**src/sv/vcaf_pkg.sv**
```systemverilog
// shared types and constants for the vertex color ambient fix block
package vcaf_pkg;

   localparam int IndexWidth    = 16;
   localparam int ChanWidth     = 8;
   localparam int EndWidth      = 17;
   localparam int CsrIndexWidth = 3;
   localparam int CsrDataWidth  = 17;

   // vertex count limit that trans_end is clipped to before the compare
   localparam logic [EndWidth-1:0] MAX_VERTICES = 17'd65536;

   localparam logic [ChanWidth-1:0] FULL_SCALE     = 8'd255;
   localparam logic [ChanWidth-1:0] EXTERIOR_ALPHA = 8'd255;

   // multiples of 16320 for the late path fraction c*a/16320
   localparam logic [15:0] LATE_STEP_1 = 16'd16320;
   localparam logic [15:0] LATE_STEP_2 = 16'd32640;
   localparam logic [15:0] LATE_STEP_3 = 16'd48960;

   typedef enum logic [CsrIndexWidth-1:0] {
      CSR_FIX_ENABLE     = 3'd0,
      CSR_OUTDOOR_MODE   = 3'd1,
      CSR_GROUP_EXTERIOR = 3'd2,
      CSR_TRANS_END      = 3'd3,
      CSR_AMBIENT_RED    = 3'd4,
      CSR_AMBIENT_GREEN  = 3'd5,
      CSR_AMBIENT_BLUE   = 3'd6
   } csr_index_type;

   typedef struct packed {
      logic                 fix_enable;
      logic                 outdoor_mode;
      logic                 group_exterior;
      logic [EndWidth-1:0]  trans_end;
      logic [ChanWidth-1:0] ambient_red;
      logic [ChanWidth-1:0] ambient_green;
      logic [ChanWidth-1:0] ambient_blue;
   } cfg_type;

   typedef struct packed {
      logic [ChanWidth-1:0] red;
      logic [ChanWidth-1:0] green;
      logic [ChanWidth-1:0] blue;
      logic [ChanWidth-1:0] alpha;
   } pixel_type;

endpackage

```
**src/sv/vcaf_if.sv**
```systemverilog
// channel interfaces for the vertex color ambient fix block
interface vcaf_req_if;
   logic                           valid;
   logic                           ready;
   logic [vcaf_pkg::IndexWidth-1:0] vertex_index;
   logic [vcaf_pkg::ChanWidth-1:0]  red_in;
   logic [vcaf_pkg::ChanWidth-1:0]  green_in;
   logic [vcaf_pkg::ChanWidth-1:0]  blue_in;
   logic [vcaf_pkg::ChanWidth-1:0]  alpha_in;

   modport source (output valid, vertex_index, red_in, green_in, blue_in, alpha_in,
                   input ready);
   modport sink (input valid, vertex_index, red_in, green_in, blue_in, alpha_in,
                 output ready);
endinterface

interface vcaf_rsp_if;
   logic                          valid;
   logic                          ready;
   logic [vcaf_pkg::ChanWidth-1:0] red_out;
   logic [vcaf_pkg::ChanWidth-1:0] green_out;
   logic [vcaf_pkg::ChanWidth-1:0] blue_out;
   logic [vcaf_pkg::ChanWidth-1:0] alpha_out;

   modport source (output valid, red_out, green_out, blue_out, alpha_out, input ready);
   modport sink (input valid, red_out, green_out, blue_out, alpha_out, output ready);
endinterface

interface vcaf_csr_if;
   logic                              valid;
   logic                              ready;
   logic [vcaf_pkg::CsrIndexWidth-1:0] index;
   logic [vcaf_pkg::CsrDataWidth-1:0]  data;

   modport source (output valid, index, data, input ready);
   modport sink (input valid, index, data, output ready);
endinterface

```
**src/sv/vcaf_csr.sv**
```systemverilog
// configuration register file for the vertex color ambient fix block
module vcaf_csr (
   input  logic              clock,
   input  logic              reset,
   vcaf_csr_if.sink          csr_if,
   output vcaf_pkg::cfg_type cfg
);

   vcaf_pkg::cfg_type cfg_ff;
   vcaf_pkg::cfg_type cfg_in;

   assign csr_if.ready = 1'b1;
   assign cfg          = cfg_ff;

   always_comb begin
      cfg_in = cfg_ff;
      if (csr_if.valid) begin
         unique case (vcaf_pkg::csr_index_type'(csr_if.index))
            vcaf_pkg::CSR_FIX_ENABLE:     cfg_in.fix_enable     = csr_if.data[0];
            vcaf_pkg::CSR_OUTDOOR_MODE:   cfg_in.outdoor_mode   = csr_if.data[0];
            vcaf_pkg::CSR_GROUP_EXTERIOR: cfg_in.group_exterior = csr_if.data[0];
            vcaf_pkg::CSR_TRANS_END:      cfg_in.trans_end      = csr_if.data;
            vcaf_pkg::CSR_AMBIENT_RED:    cfg_in.ambient_red    = csr_if.data[7:0];
            vcaf_pkg::CSR_AMBIENT_GREEN:  cfg_in.ambient_green  = csr_if.data[7:0];
            vcaf_pkg::CSR_AMBIENT_BLUE:   cfg_in.ambient_blue   = csr_if.data[7:0];
            default: ;
         endcase
      end
   end

   always_ff @(posedge clock) begin
      if (reset) begin
         cfg_ff <= '0;
      end else begin
         cfg_ff <= cfg_in;
      end
   end

endmodule

```
**src/sv/vcaf_channel.sv**
```systemverilog
// per-channel ambient correction datapath, one shared 8x8 multiplier
module vcaf_channel (
   input  logic [vcaf_pkg::ChanWidth-1:0] chan,
   input  logic [vcaf_pkg::ChanWidth-1:0] ambient,
   input  logic [vcaf_pkg::ChanWidth-1:0] alpha,
   input  logic                           late,
   output logic [vcaf_pkg::ChanWidth-1:0] result
);

   logic signed [9:0] diff;
   logic              diff_pos;
   logic [7:0]        diff_mag;
   logic [7:0]        inv_alpha;
   logic [7:0]        mul_a;
   logic [7:0]        mul_b;
   logic [15:0]       product;
   logic [16:0]       div_sum;
   logic [7:0]        early_q;
   logic [1:0]        late_q;
   logic signed [9:0] late_sum;
   logic [7:0]        early_res;
   logic [7:0]        late_res;

   always_comb begin
      diff      = $signed({2'b00, chan}) - $signed({2'b00, ambient});
      diff_pos  = (diff > 10'sd0);
      diff_mag  = diff[7:0];
      inv_alpha = vcaf_pkg::FULL_SCALE - alpha;

      // early path needs (c-amb)*(255-a), late path needs c*a
      mul_a   = late ? chan  : diff_mag;
      mul_b   = late ? alpha : inv_alpha;
      product = {8'b0, mul_a} * {8'b0, mul_b};

      // exact floor(x/255) for x below 65280
      div_sum = {1'b0, product} + {9'b0, product[15:8]} + 17'd1;
      early_q = div_sum[15:8];
      early_res = diff_pos ? early_q : 8'd0;

      // c*a stays below 4*16320, so the fraction adds 0..3
      if (product >= vcaf_pkg::LATE_STEP_3) begin
         late_q = 2'd3;
      end else if (product >= vcaf_pkg::LATE_STEP_2) begin
         late_q = 2'd2;
      end else if (product >= vcaf_pkg::LATE_STEP_1) begin
         late_q = 2'd1;
      end else begin
         late_q = 2'd0;
      end
      late_sum = diff + $signed({8'b0, late_q});
      if (late_sum < 10'sd0) begin
         late_res = 8'd0;
      end else if (late_sum > 10'sd255) begin
         late_res = vcaf_pkg::FULL_SCALE;
      end else begin
         late_res = late_sum[7:0];
      end

      result = late ? late_res : early_res;
   end

endmodule

```
**src/sv/vertex_color_ambient_fix.sv**
```systemverilog
// top level of the vertex color ambient fix block
//
// usage: vertex colors arrive on req_if (vertex_index plus RGBA), one
// corrected RGBA color leaves on rsp_if for every request, in order.
// csr_if writes the seven configuration registers by index; it is always
// ready and should only be written while no request is in flight.
// an accepted request passes the input register, then the result register,
// before it appears on rsp_if. throughput: one request per cycle while the
// receiver keeps rsp_if.ready high, set by the single pass through the
// per-channel multiplier between the two stages.
// the two stages form an elastic pipeline: when the receiver stalls the
// result register holds its value and req_if.ready drops only once the
// input register is also occupied; nothing is dropped or duplicated.
// reset: synchronous, active high; clears all configuration registers to
// zero and empties both pipeline stages.
module vertex_color_ambient_fix (
   input  logic        clock,
   input  logic        reset,
   vcaf_req_if.sink    req_if,
   vcaf_rsp_if.source  rsp_if,
   vcaf_csr_if.sink    csr_if
);

   vcaf_pkg::cfg_type   cfg;

   logic                              s1_valid_ff;
   logic                              s1_valid_in;
   logic [vcaf_pkg::IndexWidth-1:0]   s1_index_ff;
   vcaf_pkg::pixel_type               s1_pixel_ff;
   logic                              out_valid_ff;
   logic                              out_valid_in;
   vcaf_pkg::pixel_type               out_pixel_ff;
   vcaf_pkg::pixel_type               out_pixel_in;

   logic                              advance;
   logic                              req_accept;
   logic [vcaf_pkg::EndWidth-1:0]     end_clip;
   logic                              late;
   logic [vcaf_pkg::ChanWidth-1:0]    red_fix;
   logic [vcaf_pkg::ChanWidth-1:0]    green_fix;
   logic [vcaf_pkg::ChanWidth-1:0]    blue_fix;

   vcaf_csr u_csr (
      .clock  (clock),
      .reset  (reset),
      .csr_if (csr_if),
      .cfg    (cfg)
   );

   assign advance      = !out_valid_ff || rsp_if.ready;
   assign req_if.ready = !s1_valid_ff || advance;
   assign req_accept   = req_if.valid && req_if.ready;

   always_comb begin
      if (req_accept) begin
         s1_valid_in = 1'b1;
      end else if (advance) begin
         s1_valid_in = 1'b0;
      end else begin
         s1_valid_in = s1_valid_ff;
      end
      out_valid_in = advance ? s1_valid_ff : out_valid_ff;
   end

   always_ff @(posedge clock) begin
      if (reset) begin
         s1_valid_ff  <= 1'b0;
         out_valid_ff <= 1'b0;
      end else begin
         s1_valid_ff  <= s1_valid_in;
         out_valid_ff <= out_valid_in;
      end
   end

   always_ff @(posedge clock) begin
      if (req_accept) begin
         s1_index_ff       <= req_if.vertex_index;
         s1_pixel_ff.red   <= req_if.red_in;
         s1_pixel_ff.green <= req_if.green_in;
         s1_pixel_ff.blue  <= req_if.blue_in;
         s1_pixel_ff.alpha <= req_if.alpha_in;
      end
      if (advance && s1_valid_ff) begin
         out_pixel_ff <= out_pixel_in;
      end
   end

   // trans_end past the vertex limit counts every vertex as early
   assign end_clip = (cfg.trans_end > vcaf_pkg::MAX_VERTICES) ? vcaf_pkg::MAX_VERTICES
                                                             : cfg.trans_end;
   assign late     = ({1'b0, s1_index_ff} >= end_clip);

   vcaf_channel u_red (
      .chan    (s1_pixel_ff.red),
      .ambient (cfg.ambient_red),
      .alpha   (s1_pixel_ff.alpha),
      .late    (late),
      .result  (red_fix)
   );

   vcaf_channel u_green (
      .chan    (s1_pixel_ff.green),
      .ambient (cfg.ambient_green),
      .alpha   (s1_pixel_ff.alpha),
      .late    (late),
      .result  (green_fix)
   );

   vcaf_channel u_blue (
      .chan    (s1_pixel_ff.blue),
      .ambient (cfg.ambient_blue),
      .alpha   (s1_pixel_ff.alpha),
      .late    (late),
      .result  (blue_fix)
   );

   always_comb begin
      out_pixel_in = s1_pixel_ff;
      if (cfg.fix_enable) begin
         if (cfg.outdoor_mode) begin
            if (late) begin
               out_pixel_in.alpha = cfg.group_exterior ? vcaf_pkg::EXTERIOR_ALPHA : 8'd0;
            end
         end else begin
            out_pixel_in.red   = red_fix;
            out_pixel_in.green = green_fix;
            out_pixel_in.blue  = blue_fix;
         end
      end
   end

   assign rsp_if.valid     = out_valid_ff;
   assign rsp_if.red_out   = out_pixel_ff.red;
   assign rsp_if.green_out = out_pixel_ff.green;
   assign rsp_if.blue_out  = out_pixel_ff.blue;
   assign rsp_if.alpha_out = out_pixel_ff.alpha;

   // an empty input stage must always take a request
   a_empty_ready : assert property (@(posedge clock) disable iff (reset)
      !s1_valid_ff |-> req_if.ready)
      else $error("input stage empty but request not accepted");

   // both stages full under a stall must push back
   a_full_stall : assert property (@(posedge clock) disable iff (reset)
      (s1_valid_ff && out_valid_ff && !rsp_if.ready) |-> !req_if.ready)
      else $error("request accepted while pipeline is full and stalled");

   // disabled fix passes the color straight through
   a_passthrough : assert property (@(posedge clock) disable iff (reset)
      (s1_valid_ff && advance && !cfg.fix_enable)
      |=> (rsp_if.valid && out_pixel_ff == $past(s1_pixel_ff)))
      else $error("pass-through color altered");

   // outside outdoor mode alpha is never rewritten
   a_alpha_kept : assert property (@(posedge clock) disable iff (reset)
      (s1_valid_ff && advance && !cfg.outdoor_mode)
      |=> (rsp_if.alpha_out == $past(s1_pixel_ff.alpha)))
      else $error("alpha changed outside outdoor mode");

   // outdoor mode only touches alpha
   a_outdoor_rgb : assert property (@(posedge clock) disable iff (reset)
      (s1_valid_ff && advance && cfg.fix_enable && cfg.outdoor_mode)
      |=> (rsp_if.red_out == $past(s1_pixel_ff.red)
           && rsp_if.green_out == $past(s1_pixel_ff.green)
           && rsp_if.blue_out == $past(s1_pixel_ff.blue)))
      else $error("rgb changed in outdoor mode");

endmodule
```
**src/flat_wrapper.sv**
```systemverilog
// flat-port wrapper written by rule: the top's interface ports become plain ports
module vertex_color_ambient_fix_flat 
  (clock, reset, req_if_valid, req_if_vertex_index, req_if_red_in, req_if_green_in, req_if_blue_in, req_if_alpha_in, req_if_ready, rsp_if_valid, rsp_if_red_out, rsp_if_green_out, rsp_if_blue_out, rsp_if_alpha_out, rsp_if_ready, csr_if_valid, csr_if_index, csr_if_data, csr_if_ready);
  vcaf_req_if req_if_i ();
  vcaf_rsp_if rsp_if_i ();
  vcaf_csr_if csr_if_i ();
  input  logic clock;
  input  logic reset;
  input wire logic [$bits(req_if_i.valid)-1:0] req_if_valid;
  input wire logic [$bits(req_if_i.vertex_index)-1:0] req_if_vertex_index;
  input wire logic [$bits(req_if_i.red_in)-1:0] req_if_red_in;
  input wire logic [$bits(req_if_i.green_in)-1:0] req_if_green_in;
  input wire logic [$bits(req_if_i.blue_in)-1:0] req_if_blue_in;
  input wire logic [$bits(req_if_i.alpha_in)-1:0] req_if_alpha_in;
  output wire logic [$bits(req_if_i.ready)-1:0] req_if_ready;
  output wire logic [$bits(rsp_if_i.valid)-1:0] rsp_if_valid;
  output wire logic [$bits(rsp_if_i.red_out)-1:0] rsp_if_red_out;
  output wire logic [$bits(rsp_if_i.green_out)-1:0] rsp_if_green_out;
  output wire logic [$bits(rsp_if_i.blue_out)-1:0] rsp_if_blue_out;
  output wire logic [$bits(rsp_if_i.alpha_out)-1:0] rsp_if_alpha_out;
  input wire logic [$bits(rsp_if_i.ready)-1:0] rsp_if_ready;
  input wire logic [$bits(csr_if_i.valid)-1:0] csr_if_valid;
  input wire logic [$bits(csr_if_i.index)-1:0] csr_if_index;
  input wire logic [$bits(csr_if_i.data)-1:0] csr_if_data;
  output wire logic [$bits(csr_if_i.ready)-1:0] csr_if_ready;
  assign req_if_i.valid = req_if_valid;
  assign req_if_i.vertex_index = req_if_vertex_index;
  assign req_if_i.red_in = req_if_red_in;
  assign req_if_i.green_in = req_if_green_in;
  assign req_if_i.blue_in = req_if_blue_in;
  assign req_if_i.alpha_in = req_if_alpha_in;
  assign req_if_ready = req_if_i.ready;
  assign rsp_if_valid = rsp_if_i.valid;
  assign rsp_if_red_out = rsp_if_i.red_out;
  assign rsp_if_green_out = rsp_if_i.green_out;
  assign rsp_if_blue_out = rsp_if_i.blue_out;
  assign rsp_if_alpha_out = rsp_if_i.alpha_out;
  assign rsp_if_i.ready = rsp_if_ready;
  assign csr_if_i.valid = csr_if_valid;
  assign csr_if_i.index = csr_if_index;
  assign csr_if_i.data = csr_if_data;
  assign csr_if_ready = csr_if_i.ready;
  vertex_color_ambient_fix u_core (.clock(clock), .reset(reset), .req_if(req_if_i), .rsp_if(rsp_if_i), .csr_if(csr_if_i));
endmodule
```
**config.mk**
```make
export PLATFORM = sky130hd
export DESIGN_NAME = vertex_color_ambient_fix_flat
export DESIGN_NICKNAME = d
export VERILOG_FILES = /design/src/sv/vcaf_pkg.sv /design/src/sv/vcaf_if.sv /design/src/sv/vcaf_csr.sv /design/src/sv/vcaf_channel.sv /design/src/sv/vertex_color_ambient_fix.sv /design/src/flat_wrapper.sv
export SDC_FILE = /design/constraint.sdc
export NUM_CORES = 1
export LEC_CHECK = 0
export BUFFER_PORTS_ARGS = -buffer_cell sky130_fd_sc_hd__buf_2
export CAP_MARGIN = 20
export CORE_ASPECT_RATIO = 1.75
export CORE_MARGIN = 2
export CORE_UTILIZATION = 50
export CTS_BUF_LIST = sky130_fd_sc_hd__clkbuf_8
export CTS_CLUSTER_SIZE = 14
export DETAILED_ROUTE_END_ITERATION = 6
export HOLD_SLACK_MARGIN = 0.03
export PLACE_DENSITY = 0.68
export SLEW_MARGIN = 30
export SYNTH_ARGS = -nofsm -noshare
export SYNTH_HDL_FRONTEND = slang
export SYNTH_HIERARCHICAL = 1
export SYNTH_SLANG_ARGS = --single-unit
```
**constraint.sdc**
```tcl
create_clock -name clock -period 29.1 [get_ports clock]
set_clock_uncertainty 0.2 [all_clocks]
set_input_delay 4.365 -clock clock [delete_from_list [all_inputs] [get_ports clock]]
set_output_delay 4.365 -clock clock [all_outputs]
set_load 0.05 [all_outputs]
```
==> results_dict.tcl <==
set metrics [dict create \
    fin_cells 2257 \
    grt_pass1_vias 13500 \
    cts_tree "built" \
    die_area_um2 33100 \
    die_h_um 239 \
    grt_max_degree 64 \
    fill_cells 2877 \
    final-seq-area_um2 3320 \
    synth_edf_count 80 \
    worst_pin_slew_ns 1.04 \
    gp_congestion 0.957 \
    clock_latency_ns 0.47 \
    path_class "reg -> reg" \
    max_cap_viol_count 0 \
    root_buffer "clkbuf_8" \
    drt_iter0_markers 631 \
    clock_sinks 126 \
    port-buffer-count 106 \
    dr_wl_met3_mm 1.65 \
    via_count 13300 \
    syn_area_um2 15800 \
    status "complete, no violations" \
    die-width_um 138 \
    dp_cells 2223 \
    cts_resized 0 \
    drv_slew 0 \
    finalNetCount 2202 \
    critical_path.max_fanout 51 \
    final-setup-viol-count 0 \
    htreeDepth 4 \
    yosysWarnings 6 \
    cp_top_family "simple AND/OR/NAND/NOR gates" \
    critical_path.max_stage_delay_ns 0.83 \
    drive_above_1_share_pct 13.8 \
    syn_to_final_growth_pct 8.11 \
    clockBufferDepth 2 \
    cts_buffers 17 \
    fin_crit_sh_pct 42.0 \
    io_pins 108 \
    grt_antenna_before_repair 2 \
    dr.pass1.iters 5 \
    cts-hold-fix-buffers 0 \
    stdcell_area_um2 17100 \
    cp_common_cell "fa_1" \
    synth_cell_types 105 \
    drt-met1-wl_mm 16.1 \
    start_kind "flip-flop" \
    clk_pin_slew_ns 0.10 \
    drt-vias-per-instance 5.90 \
    syn-num-nets 2116 \
    fin_tns_setup_ns 0 \
    maxSlewHeadroom_pct 28.7 \
    synth.avg_cell_area_um2 8.98 \
    dp_hpwl_mm 34.7 \
    drt_wl_total_mm 43.5 \
    wl_met2_mm 23.8 \
    hold_class "reg -> reg" \
    arrival_ns 12.25 \
    antenna_left 0 \
    crit_slowest_cell "mux2i_1" \
    std_cell_rows 86 \
    worstPathRequired_ns 29.13 \
    fmax_ghz 0.0818 \
    yosysSeqAreaShare_pct 21.0 \
    cp-end-kind "flip-flop" \
    core-area_um2 31300 \
    rsz0062_at_grt "false" \
    grt_overflow_total 0 \
    grt_pass1_wl_mm 69.7 \
    cp_num_buf_inv 5 \
    top_layer "met5" \
    period_needed_ns 12.22 \
    synth.ff_latch_count 126 \
    placed_area_um2 16700 \
    wl_per_cell_um 19.3 \
    multiInputGateArea_um2 11500 \
    start_util_pct 50.5 \
    async_reset_ff_share_pct 0 \
    post-route-drc-count 0 \
    synth_cells 1760 \
    final_hold_viol_count 0 \
    track_usage_pct 26.5 \
    post_cts_buffers 0 \
    synth_top_flop_cell "edfxtp_1" \
]
## worst min-delay path, cell delays in order, from the launching register on
cell	delay, ns
dfxtp_1	0.32
nand2b_1	0.06
mux2i_1	0.06
## cells in the mapped netlist, drive strengths merged (5+ instances only)
library cell | number | area [um^2]
a2111o | 5 | 56.3
a2111oi | 6 | 52.6
a211o | 8 | 70.1
a211oi | 18 | 160
a21o | 25 | 189
a21oi | 75 | 379
a31oi | 10 | 92.6
and2 | 16 | 103
and3 | 14 | 93.8
buf | 23 | 140
clkbuf | 25 | 93.8
dfxtp | 46 | 921
edfxtp | 80 | 2400
fa | 114 | 2280
ha | 169 | 2110
inv | 210 | 788
mux2 | 26 | 293
mux2i | 60 | 601
nand2 | 91 | 344
nand2b | 73 | 457
nand3 | 31 | 155
nand4 | 21 | 131
nand4b | 5 | 65.1
nor2 | 192 | 728
nor2b | 9 | 56.3
nor3 | 21 | 110
nor4 | 10 | 83.8
o2111ai | 8 | 70.1
o211ai | 24 | 185
o21a | 20 | 150
o21ai | 87 | 443
o21bai | 6 | 45.0
o22ai | 12 | 75.1
o31ai | 12 | 100
or2 | 42 | 263
or3 | 11 | 68.8
or4 | 8 | 71.3
xnor2 | 30 | 263
xor2 | 53 | 464
## flip-flops by register name, summed over array words and instances (netlist names)
name                     cells
u_core/u_csr/cfg            44
u_core/s1_pixel_ff          32
u_core/s1_index_ff          16
u_core/rsp_if.alpha_out      8
u_core/rsp_if.blue_out       8
u_core/rsp_if.green_out      8
u_core/rsp_if.red_out        8
u_core/rsp_if.valid          1
u_core/s1_valid_ff           1
## per-layer routing
metal | up-vias | GRT usage (%)
li1 | 6323 | -
met4 | 2 | 12.0
met1 | 6454 | 28.5
met2 | 414 | 51.6
met5 | - | 0
met3 | 118 | 2.78
## logic make-up after synthesis
logic type	Yosys count	share of synthesized area [%]
other cells	1	0.0237
buf+inv	258	6.47
mux	86	5.65
xor+xnor	83	4.60
simple gates	567	18.7
compound gates	356	15.7
fa+ha+maj	283	27.8
flops	126	21.0
## placed cells by master (no fill, tap or decap), drive strengths merged, types with 9 or more instances in the layout
cell      n
inv     217
xor2     53
and2     16
o22ai    12
nand4    21
nor3     21
nand2b   73
edfxtp   80
or2      42
nor2b     9
fa      114
or3      11
nor4     10
nor2    192
o211ai   24
clkbuf   17
o31ai    12
a31oi    10
mux2     26
a21o     25
o21ai    87
xnor2    30
nand2    91
o21a     20
mux2i    60
a211oi   18
nand3    31
buf     115
and3     14
dfxtp    46
ha      169
a21oi    75
## cell type report
| cell class | instances | area share (%) |
|---|---|---|
| clock inverters | 15 | 1.02 |
| flip-flops and latches | 126 | 19.5 |
| clock buffers | 17 | 1.37 |
| well taps | 396 | 2.90 |
| diodes | 2 | 0.0293 |
| repair buffers | 115 | 3.50 |
| inverters | 210 | 4.61 |
| multi-input cells | 1376 | 67.1 |
## path summary, 6_finish.rpt
check	from	to	slack, ns	depth (start not counted)
setup / recovery	u_core/u_csr/cfg[35]$_SDFFE_PP0P_	u_core/rsp_if.green_out[2]$_DFFE_PP_	16.88	36
hold / removal	u_core/u_csr/cfg[12]$_SDFFE_PP0P_	u_core/u_csr/cfg[12]$_SDFFE_PP0P_	0.28	2
setup reg to reg	u_core/u_csr/cfg[35]$_SDFFE_PP0P_	u_core/rsp_if.green_out[2]$_DFFE_PP_	16.88	36
hold reg to reg	u_core/u_csr/cfg[12]$_SDFFE_PP0P_	u_core/u_csr/cfg[12]$_SDFFE_PP0P_	0.28	2
## per-stage QoR
step	utilization, %	setup WS (ns)	hold WS (ns)
floorplan	-	18.71	0.249
detailed placement	53.2	17.00	0.265
CTS	54.5	16.93	0.282
global placement	53.2	17.19	0.259
global route	54.5	16.13	0.290
finish	54.6	16.88	0.281
Power is not shown: default switching activity piles up to over one toggle a cycle in this logic, so the estimate is an artifact.
